`src/sv/msqw_pkg.sv`:
```
// package for the multi-server queue wait block
// payload structs, register map, reset values and controller/datapath bundles
// no dependencies
package msqw_pkg;

  localparam int ADDR_W    = 4;
  localparam int DATA_W    = 32;
  localparam int TIME_W    = 17;
  localparam int MIN_W     = 8;
  localparam int NWIN_W    = 8;
  localparam int FREE_W    = 32;
  localparam int TOTAL_W   = 48;
  localparam int COUNT_W   = 32;
  localparam int WIDX_W    = 7;
  localparam int SVC_W     = 14;

  localparam logic [SVC_W-1:0]  SEC_PER_MIN  = SVC_W'(60);
  localparam logic [NWIN_W-1:0] NWIN_RESET   = NWIN_W'(1);
  localparam logic [TIME_W-1:0] OPEN_RESET   = TIME_W'(8 * 60 * 60);
  localparam logic [TIME_W-1:0] CLOSE_RESET  = TIME_W'(17 * 60 * 60);

  localparam logic [1:0] REG_NUM_WINDOWS = 2'd0;
  localparam logic [1:0] REG_OPEN_TIME   = 2'd1;
  localparam logic [1:0] REG_CLOSE_TIME  = 2'd2;

  typedef struct packed {
    logic              mode;
    logic [TIME_W-1:0] arrival_seconds;
    logic [MIN_W-1:0]  service_minutes;
  } in_t;

  typedef struct packed {
    logic               accepted;
    logic [31:0]        wait_seconds;
    logic [WIDX_W-1:0]  window_index;
    logic [TOTAL_W-1:0] total_wait;
    logic [COUNT_W-1:0] served_count;
  } out_t;

  typedef struct packed {
    logic [NWIN_W-1:0] num_windows;
    logic [TIME_W-1:0] open_time;
    logic [TIME_W-1:0] close_time;
  } cfg_t;

  typedef struct packed {
    logic accept;
    logic clr_en;
    logic scan_en;
    logic update;
    logic load_out;
  } cmd_t;

  typedef struct packed {
    logic is_start;
    logic refuse;
    logic clr_last;
    logic scan_done;
    logic out_free;
  } status_t;

endpackage

```
`src/sv/multi_server_queue_wait.sv`:
```
// Multi-server FIFO queue waiting time. A start item (mode 0) refills every
// window's free time with open_time, clears the totals and answers with an all-zero
// result after a refill sweep over all MAX_WINDOWS entries. A customer arriving
// after close_time is refused without a scan. For an accepted customer the free
// times sit in one RAM and the search for the lowest-numbered earliest-free window
// reads it one entry per cycle over the n windows in use. After reset the block
// runs a clearing pass over all MAX_WINDOWS entries that loads 28800 into every
// window before the first input transfer is taken; configuration writes are taken
// at all times. One item is worked at a time; a finished result waits in the
// output register while the next item is taken. Depends on msqw_pkg, msqw_regs,
// msqw_ctrl, msqw_dp.
module multi_server_queue_wait #(
  parameter int MAX_WINDOWS = 128
) (
  input  logic                        clk_i,
  input  logic                        rst_ni,
  input  logic                        in_valid_i,
  output logic                        in_stall_o,
  input  msqw_pkg::in_t               in_data_i,
  output logic                        out_valid_o,
  input  logic                        out_stall_i,
  output msqw_pkg::out_t              out_data_o,
  input  logic                        psel,
  input  logic                        penable,
  input  logic                        pwrite,
  input  logic [msqw_pkg::ADDR_W-1:0] paddr,
  input  logic [msqw_pkg::DATA_W-1:0] pwdata,
  output logic [msqw_pkg::DATA_W-1:0] prdata,
  output logic                        pready
);

  msqw_pkg::cfg_t    cfg;
  msqw_pkg::cmd_t    cmd;
  msqw_pkg::status_t status;

  msqw_regs u_regs (
    .clk_i   (clk_i),
    .rst_ni  (rst_ni),
    .psel    (psel),
    .penable (penable),
    .pwrite  (pwrite),
    .paddr   (paddr),
    .pwdata  (pwdata),
    .prdata  (prdata),
    .pready  (pready),
    .cfg_o   (cfg)
  );

  msqw_ctrl u_ctrl (
    .clk_i      (clk_i),
    .rst_ni     (rst_ni),
    .in_valid_i (in_valid_i),
    .in_stall_o (in_stall_o),
    .status_i   (status),
    .cmd_o      (cmd)
  );

  msqw_dp #(
    .MAX_WINDOWS (MAX_WINDOWS)
  ) u_dp (
    .clk_i       (clk_i),
    .rst_ni      (rst_ni),
    .cfg_i       (cfg),
    .in_data_i   (in_data_i),
    .cmd_i       (cmd),
    .status_o    (status),
    .out_stall_i (out_stall_i),
    .out_valid_o (out_valid_o),
    .out_data_o  (out_data_o)
  );

endmodule

```
`src/sv/msqw_ram.sv`:
```
// generic single write port, single read port ram with registered read data
// no dependencies
module msqw_ram #(
  parameter int WIDTH = 32,
  parameter int DEPTH = 128,
  parameter int AW    = (DEPTH > 1) ? $clog2(DEPTH) : 1
) (
  input  logic             clk_i,
  input  logic             we_i,
  input  logic [AW-1:0]    waddr_i,
  input  logic [WIDTH-1:0] wdata_i,
  input  logic             re_i,
  input  logic [AW-1:0]    raddr_i,
  output logic [WIDTH-1:0] rdata_o
);

  logic [WIDTH-1:0] mem_q [DEPTH];
  logic [WIDTH-1:0] rdata_q;

  always_ff @(posedge clk_i) begin
    if (we_i) begin
      mem_q[waddr_i] <= wdata_i;
    end
    if (re_i) begin
      rdata_q <= mem_q[raddr_i];
    end
  end

  assign rdata_o = rdata_q;

endmodule

```
`src/sv/msqw_regs.sv`:
```
// apb-style configuration registers: window count, opening and closing time
// depends on msqw_pkg
module msqw_regs (
  input  logic                        clk_i,
  input  logic                        rst_ni,
  input  logic                        psel,
  input  logic                        penable,
  input  logic                        pwrite,
  input  logic [msqw_pkg::ADDR_W-1:0] paddr,
  input  logic [msqw_pkg::DATA_W-1:0] pwdata,
  output logic [msqw_pkg::DATA_W-1:0] prdata,
  output logic                        pready,
  output msqw_pkg::cfg_t              cfg_o
);

  msqw_pkg::cfg_t cfg_q;
  logic [1:0]     reg_idx;
  logic           wr_en;

  assign pready  = 1'b1;
  assign reg_idx = paddr[3:2];
  assign wr_en   = psel && penable && pwrite && pready;

  always_ff @(posedge clk_i or negedge rst_ni) begin
    if (!rst_ni) begin
      cfg_q.num_windows <= msqw_pkg::NWIN_RESET;
      cfg_q.open_time   <= msqw_pkg::OPEN_RESET;
      cfg_q.close_time  <= msqw_pkg::CLOSE_RESET;
    end else if (wr_en) begin
      unique case (reg_idx)
        msqw_pkg::REG_NUM_WINDOWS: cfg_q.num_windows <= pwdata[msqw_pkg::NWIN_W-1:0];
        msqw_pkg::REG_OPEN_TIME:   cfg_q.open_time   <= pwdata[msqw_pkg::TIME_W-1:0];
        msqw_pkg::REG_CLOSE_TIME:  cfg_q.close_time  <= pwdata[msqw_pkg::TIME_W-1:0];
        default: ;
      endcase
    end
  end

  always_comb begin
    unique case (reg_idx)
      msqw_pkg::REG_NUM_WINDOWS: prdata = msqw_pkg::DATA_W'(cfg_q.num_windows);
      msqw_pkg::REG_OPEN_TIME:   prdata = msqw_pkg::DATA_W'(cfg_q.open_time);
      msqw_pkg::REG_CLOSE_TIME:  prdata = msqw_pkg::DATA_W'(cfg_q.close_time);
      default:                   prdata = '0;
    endcase
  end

  assign cfg_o = cfg_q;

endmodule

```
`src/sv/msqw_ctrl.sv`:
```
// controller state machine: reset clearing pass, session start sweep,
// earliest-window scan, window update and result hand-off; depends on msqw_pkg
module msqw_ctrl (
  input  logic               clk_i,
  input  logic               rst_ni,
  input  logic               in_valid_i,
  output logic               in_stall_o,
  input  msqw_pkg::status_t  status_i,
  output msqw_pkg::cmd_t     cmd_o
);

  localparam logic [2:0] ST_CLEAR_RST = 3'd0;
  localparam logic [2:0] ST_IDLE      = 3'd1;
  localparam logic [2:0] ST_CLEAR     = 3'd2;
  localparam logic [2:0] ST_SCAN      = 3'd3;
  localparam logic [2:0] ST_UPDATE    = 3'd4;
  localparam logic [2:0] ST_RESULT    = 3'd5;

  logic [2:0] state_q, state_d;

  always_ff @(posedge clk_i or negedge rst_ni) begin
    if (!rst_ni) begin
      state_q <= ST_CLEAR_RST;
    end else begin
      state_q <= state_d;
    end
  end

  assign in_stall_o = (state_q != ST_IDLE);

  always_comb begin
    state_d = state_q;
    cmd_o   = '0;
    unique case (state_q)
      ST_CLEAR_RST: begin
        cmd_o.clr_en = 1'b1;
        if (status_i.clr_last) begin
          state_d = ST_IDLE;
        end
      end
      ST_IDLE: begin
        if (in_valid_i) begin
          cmd_o.accept = 1'b1;
          priority if (status_i.is_start) begin
            state_d = ST_CLEAR;
          end else if (status_i.refuse) begin
            state_d = ST_RESULT;
          end else begin
            state_d = ST_SCAN;
          end
        end
      end
      ST_CLEAR: begin
        cmd_o.clr_en = 1'b1;
        if (status_i.clr_last) begin
          state_d = ST_RESULT;
        end
      end
      ST_SCAN: begin
        cmd_o.scan_en = 1'b1;
        if (status_i.scan_done) begin
          state_d = ST_UPDATE;
        end
      end
      ST_UPDATE: begin
        cmd_o.update = 1'b1;
        state_d      = ST_RESULT;
      end
      ST_RESULT: begin
        if (status_i.out_free) begin
          cmd_o.load_out = 1'b1;
          state_d        = ST_IDLE;
        end
      end
      default: begin
        state_d = ST_IDLE;
      end
    endcase
  end

endmodule

```
`src/sv/msqw_dp.sv`:
```
// datapath: window free-time memory, scan for the earliest window, wait and
// total arithmetic, output register; depends on msqw_pkg and msqw_ram
module msqw_dp #(
  parameter int MAX_WINDOWS = 128
) (
  input  logic              clk_i,
  input  logic              rst_ni,
  input  msqw_pkg::cfg_t    cfg_i,
  input  msqw_pkg::in_t     in_data_i,
  input  msqw_pkg::cmd_t    cmd_i,
  output msqw_pkg::status_t status_o,
  input  logic              out_stall_i,
  output logic              out_valid_o,
  output msqw_pkg::out_t    out_data_o
);

  localparam int AW = (MAX_WINDOWS > 1) ? $clog2(MAX_WINDOWS) : 1;
  localparam int CW = $clog2(MAX_WINDOWS + 1);
  localparam int NW = (CW > msqw_pkg::NWIN_W) ? CW : msqw_pkg::NWIN_W;
  localparam int FW = msqw_pkg::FREE_W;
  localparam int TW = msqw_pkg::TOTAL_W;

  // item registers
  logic [msqw_pkg::TIME_W-1:0]  arrival_q;
  logic [msqw_pkg::MIN_W-1:0]   minutes_q;
  logic [msqw_pkg::TIME_W-1:0]  fill_time_q;

  // clearing sweep and scan control
  logic [AW-1:0] clr_cnt_q;
  logic [CW-1:0] scan_cnt_q;
  logic          rd_vld_q;
  logic [AW-1:0] rd_idx_q;
  logic [FW-1:0] best_q;
  logic [AW-1:0] best_idx_q;

  // session totals and result
  logic [TW-1:0]                total_q;
  logic [msqw_pkg::COUNT_W-1:0] count_q;
  logic                         res_acc_q;
  logic [31:0]                  res_wait_q;
  logic [msqw_pkg::WIDX_W-1:0]  res_idx_q;
  logic                         out_valid_q;
  msqw_pkg::out_t               out_data_q;

  logic [NW-1:0]                nw_ext;
  logic [CW-1:0]                n_eff;
  logic                         rd_en;
  logic [FW-1:0]                rdata;
  logic                         ram_we;
  logic [AW-1:0]                ram_waddr;
  logic [FW-1:0]                ram_wdata;
  logic [FW-1:0]                arr_ext;
  logic [FW-1:0]                begin_t;
  logic [msqw_pkg::SVC_W-1:0]   svc_sec;
  logic [FW:0]                  next_sum;
  logic [FW-1:0]                next_free;
  logic [FW-1:0]                waited;
  logic [TW:0]                  total_sum;
  logic [TW-1:0]                total_next;
  logic [msqw_pkg::COUNT_W-1:0] count_next;

  always_comb begin
    nw_ext = NW'(cfg_i.num_windows);
    priority if (nw_ext == '0) begin
      n_eff = CW'(1);
    end else if (nw_ext > NW'(MAX_WINDOWS)) begin
      n_eff = CW'(MAX_WINDOWS);
    end else begin
      n_eff = CW'(nw_ext);
    end
  end

  assign rd_en = cmd_i.scan_en && (scan_cnt_q < n_eff);

  // update arithmetic
  assign arr_ext    = FW'(arrival_q);
  assign begin_t    = (arr_ext > best_q) ? arr_ext : best_q;
  assign svc_sec    = msqw_pkg::SVC_W'(minutes_q) * msqw_pkg::SEC_PER_MIN;
  assign next_sum   = {1'b0, begin_t} + (FW + 1)'(svc_sec);
  assign next_free  = next_sum[FW] ? '1 : next_sum[FW-1:0];
  assign waited     = begin_t - arr_ext;
  assign total_sum  = {1'b0, total_q} + (TW + 1)'(waited);
  assign total_next = total_sum[TW] ? '1 : total_sum[TW-1:0];
  assign count_next = (count_q == '1) ? count_q : count_q + 1'b1;

  assign ram_we    = cmd_i.clr_en || cmd_i.update;
  assign ram_waddr = cmd_i.clr_en ? clr_cnt_q : best_idx_q;
  assign ram_wdata = cmd_i.clr_en ? FW'(fill_time_q) : next_free;

  msqw_ram #(
    .WIDTH (FW),
    .DEPTH (MAX_WINDOWS)
  ) u_free_ram (
    .clk_i   (clk_i),
    .we_i    (ram_we),
    .waddr_i (ram_waddr),
    .wdata_i (ram_wdata),
    .re_i    (rd_en),
    .raddr_i (scan_cnt_q[AW-1:0]),
    .rdata_o (rdata)
  );

  always_ff @(posedge clk_i or negedge rst_ni) begin
    if (!rst_ni) begin
      fill_time_q <= msqw_pkg::OPEN_RESET;
      clr_cnt_q   <= '0;
      scan_cnt_q  <= '0;
      rd_vld_q    <= 1'b0;
      total_q     <= '0;
      count_q     <= '0;
      out_valid_q <= 1'b0;
    end else begin
      if (cmd_i.accept) begin
        scan_cnt_q <= '0;
        if (!in_data_i.mode) begin
          fill_time_q <= cfg_i.open_time;
          total_q     <= '0;
          count_q     <= '0;
        end
      end
      if (cmd_i.clr_en) begin
        clr_cnt_q <= status_o.clr_last ? '0 : clr_cnt_q + 1'b1;
      end
      if (rd_en) begin
        scan_cnt_q <= scan_cnt_q + 1'b1;
      end
      rd_vld_q <= rd_en;
      if (cmd_i.update) begin
        total_q <= total_next;
        count_q <= count_next;
      end
      if (cmd_i.load_out) begin
        out_valid_q <= 1'b1;
      end else if (!out_stall_i) begin
        out_valid_q <= 1'b0;
      end
    end
  end

  always_ff @(posedge clk_i) begin
    if (cmd_i.accept) begin
      arrival_q  <= in_data_i.arrival_seconds;
      minutes_q  <= in_data_i.service_minutes;
      res_acc_q  <= 1'b0;
      res_wait_q <= '0;
      res_idx_q  <= '0;
    end
    if (rd_en) begin
      rd_idx_q <= scan_cnt_q[AW-1:0];
    end
    if (rd_vld_q && ((rd_idx_q == '0) || (rdata < best_q))) begin
      best_q     <= rdata;
      best_idx_q <= rd_idx_q;
    end
    if (cmd_i.update) begin
      res_acc_q  <= 1'b1;
      res_wait_q <= waited;
      res_idx_q  <= msqw_pkg::WIDX_W'(best_idx_q);
    end
    if (cmd_i.load_out) begin
      out_data_q.accepted     <= res_acc_q;
      out_data_q.wait_seconds <= res_wait_q;
      out_data_q.window_index <= res_idx_q;
      out_data_q.total_wait   <= total_q;
      out_data_q.served_count <= count_q;
    end
  end

  assign status_o.is_start  = !in_data_i.mode;
  assign status_o.refuse    = in_data_i.arrival_seconds > cfg_i.close_time;
  assign status_o.clr_last  = (clr_cnt_q == AW'(MAX_WINDOWS - 1));
  assign status_o.scan_done = (scan_cnt_q == n_eff) && !rd_vld_q;
  assign status_o.out_free  = !out_valid_q || !out_stall_i;

  assign out_valid_o = out_valid_q;
  assign out_data_o  = out_data_q;

endmodule

```
`config.mk`:
```
export PLATFORM = sky130hd
export DESIGN_NAME = multi_server_queue_wait
export DESIGN_NICKNAME = d
export VERILOG_FILES = /design/src/sv/msqw_pkg.sv /design/src/sv/multi_server_queue_wait.sv /design/src/sv/msqw_ram.sv /design/src/sv/msqw_regs.sv /design/src/sv/msqw_ctrl.sv /design/src/sv/msqw_dp.sv
export SDC_FILE = /design/constraint.sdc
export NUM_CORES = 2
export LEC_CHECK = 0
export ABC_AREA = 0
export BUFFER_PORTS_ARGS = -buffer_cell sky130_fd_sc_hd__buf_4
export CAP_MARGIN = 0
export CORE_ASPECT_RATIO = 0.6
export CORE_UTILIZATION = 35
export DETAILED_ROUTE_END_ITERATION = 8
export PLACE_DENSITY_LB_ADDON = 0.1
export SLEW_MARGIN = 20
export SYNTH_ARGS = -nofsm -noshare
export SYNTH_HDL_FRONTEND = slang
export SYNTH_SLANG_ARGS = --single-unit
```
`constraint.sdc`:
```
create_clock -name clk_i -period 18 [get_ports clk_i]
set_input_delay 2.7 -clock clk_i [delete_from_list [all_inputs] [get_ports clk_i]]
set_output_delay 2.7 -clock clk_i [all_outputs]
set_load 0.02 [all_outputs]
```
==> flow_summary.json <==
{
  "die_h_um": 555,
  "grt_setup_unrepaired": "no",
  "grt_pass1_wl_um": 744000,
  "row_count": 202,
  "use_met2_pct": 29.1,
  "route.detailed.drc": 0,
  "hold_buffers": 0,
  "vias": 88700,
  "synth_top_area_share_pct": 73.4,
  "ys.flop_type": "edfxtp_1",
  "yosys_warnings": 0,
  "nFillCells": 44300,
  "start_kind": "flip-flop",
  "fin_tns_setup_ns": 0,
  "multiInputGateArea_um2": 42800,
  "power.leakage_nw": 55.5,
  "crit_fanout": 28,
  "synth.most_common_cell": "edfxtp_1",
  "hp-class": "flip-flop to flip-flop",
  "synth-edff-count": 4358,
  "dpl_cell_area_um2": 190000,
  "cts_tree": "yes",
  "die-area_um2": 512000,
  "nets": 8813,
  "grt_use_met1_pct": 35.2,
  "routedWlPerCell_um": 34.9,
  "drt_iter0_drc": 11700,
  "finalCritPeriodShare_pct": 54.2,
  "synth-seq-cells": 4518,
  "track_usage_pct": 21.0,
  "dpl.hpwl_um": 320000,
  "slew_headroom_pct": 21.9,
  "criticalPathCategory": "flip-flop to flip-flop",
  "cts-buffers-inserted": 432,
  "yosys-top-cells-area": "edfxtp_1 (73%), mux4_2 (17%), dfrtp_1 (2.0%)",
  "post-cts-setup-buffers": 0,
  "cts.sinks": 4518,
  "irDropWorstVdd_mv": 0.0877,
  "drtPass1Iterations": 6,
  "antenna_left": 0,
  "yosys-top-cells-count": "edfxtp_1 (4,358), mux4_2 (1,344), clkbuf_1 (281)",
  "ctsResizeCount": 0,
  "top_usage_layer": "met1",
  "ios": 224,
  "outcome": "finished, final reports clean",
  "grt.overflow.total": 0,
  "grt_max_degree": 126,
  "cp.arrival_ns": 10.61,
  "antenna_found_initial": 79,
  "netlist_instances": 8054,
  "finalHoldViolations": 0,
  "synth_top_cell_by_area": "edfxtp_1",
  "first_global_vias": 87200,
  "cts_root_buffer": "clkbuf_16",
  "gp_congestion": 0.844,
  "power_density_nw_per_um2": 102,
  "clockBufferDepth": 4,
  "die_x_um": 923,
  "fmax_ghz": 0.102,
  "drive_above_1_share_pct": 30.7,
  "fin_cells": 15700,
  "yosysUniqueCellTypes": 89,
  "final_max_slew_viol_count": 0,
  "setup_viol": 0,
  "dp.cells": 14900,
  "cp-end-kind": "flip-flop",
  "clk_latency_ns": 0.99,
  "hold_path_depth": 0,
  "max_cap_viol_count": 0,
  "async_reset_ff_share_pct": 3.52,
  "portBuffers": 190,
  "routed_wirelength_um": 548000,
  "cts-htree-levels": 5,
  "r2r_cells": 24,
  "cp_data_required_time_ns": 18.84,
  "path_clk_slew_ns": 0.06,
  "seq_area_um2": 135000,
  "fin_crit_ns": 9.76,
  "via_per_inst": 5.65,
  "yosysSeqAreaShare_pct": 75.7,
  "max_slew.worst_pin.slew_ns": 1.17,
  "final_area_um2": 204000,
  "use_met3_pct": 2.85,
  "area_growth_pct": 14.7,
  "avgSynthCellArea_um2": 22.1,
  "skew_ns": 0.0670,
  "initial_core_util_pct": 35.2,
  "coreArea_um2": 506000,
  "syn_area_um2": 178000
}
==> final timing paths <==
kind / to / from / slack (ns)
max: u_dp.total_q[44] / u_dp.best_q[19] / 8.24
min: u_dp.out_data_o[101] / u_dp.res_wait_q[14] / 0.42
max reg2reg: u_dp.total_q[44] / u_dp.best_q[19] / 8.24
min reg2reg: u_dp.out_data_o[101] / u_dp.res_wait_q[14] / 0.42
max in group asynchronous: u_dp.count_q[21] / rst_ni / 14.48
min in group asynchronous: u_dp.total_q[5] / rst_ni / 1.67
==> stage by stage <==
step / setup slack [ns] / util (%) / hold slack [ns] / total power (W)
floorplan: 6.30 / - / 0.400 / 0.0117
global placement: 8.12 / 37.6 / 0.413 / 0.0117
detailed placement: 8.20 / 37.6 / 0.409 / 0.0117
CTS: 8.13 / 40.4 / 0.428 / 0.0210
global route: 7.65 / 40.4 / 0.435 / 0.0214
finish: 8.24 / 40.4 / 0.424 / 0.0208
==> state kept, by name, summed over array words and instances, names as in the netlist, 17 cells and up <==
name                     count
u_dp.u_free_ram.mem_q     4096
u_dp.out_data_o            120
u_dp.total_q                48
u_regs.cfg_o                42
u_dp.best_q                 32
u_dp.count_q                32
u_dp.res_wait_q             32
u_dp.u_free_ram.rdata_o     32
u_dp.arrival_q              17
u_dp.fill_time_q            17
==> power breakdown <==
part / switching, W / internal, W / leakage, nW
clock: 0.00404 / 0.00520 / 6.87
sequential: 0.0000196 / 0.0114 / 32.5
combinational: 0.0000722 / 0.0000504 / 16.1
total: 0.00413 / 0.0166 / 55.5
==> kinds of logic (layout without fill, tap and decap cells) <==
| kind of cell | Yosys count | after routing | synth area share, % |
|---|---|---|---|
| AO/OA/AOI/OAI | 485 | 485 | 1.78 |
| XOR/XNOR | 96 | 96 | 0.472 |
| adder cells (fa/ha/maj) | 168 | 168 | 1.25 |
| buffers and inverters | 511 | 1371 | 1.12 |
| flip-flops | 4518 | 4518 | 75.7 |
| multiplexers | 1418 | 1418 | 17.4 |
| other | 2 | 52 | 0.00421 |
| AND/OR/NAND/NOR | 856 | 856 | 2.25 |
==> worst max-delay path, stage by stage, from the launching register on <==
cell       delay, ns
edfxtp_1        0.58
or4_1           0.67
or4_4           0.56
a2111oi_2       0.45
a21boi_4        0.68
mux2i_1         0.70
ha_1            0.33
inv_1           0.08
fa_1            0.45
a211oi_1        0.22
nor2_1          0.13
o22ai_1         0.34
o211ai_1        0.18
a31oi_1         0.32
o21ai_0         0.31
xnor2_1         0.59
ha_1            0.38
nand4_1         0.13
a221oi_1        0.50
nand2_1         0.12
a21oi_1         0.29
o211ai_1        0.20
a21oi_1         0.85
a31oi_1         0.19
a211oi_1        0.34
==> layout by cell type, fill, tap and decap left out, types with 36 or more instances in the layout <==
master        n
a21o_1       50
a21oi_1     118
and2_1       40
buf_4       466
bufinv_16    49
clkbuf_1     61
clkbuf_16   440
clkinv_1     95
clkinv_2     94
dfrtp_1     135
diode_2      36
edfxtp_1   4358
ha_1        152
inv_1       108
mux2_2       58
mux4_2     1344
nand2_1     246
nand3_1      70
nand4_1      41
nor2_1      137
nor2_4      132
nor3_1       39
o21ai_0     130
xnor2_1      53
xor2_1       43
==> layout make-up <==
type,count,area share (%)
inverter,109,0.200
clock inverter,276,1.31
clock buffer,510,5.55
multi-input combinational,3039,21.0
antenna,36,0.0441
tap,6732,4.12
timing repair buffer,476,1.81
sequential,4518,66.0
==> layer usage <==
| metal | part of all wire [%] | vias up |
|---|---|---|
| met5 | 0.0075 | - |
| met1 | 50 | 49700 |
| met4 | 2.0 | 6 |
| met3 | 6.9 | 578 |
| li1 | - | 35100 |
| met2 | 41 | 3372 |
Note: power is estimated with default switching activity, not from simulation.
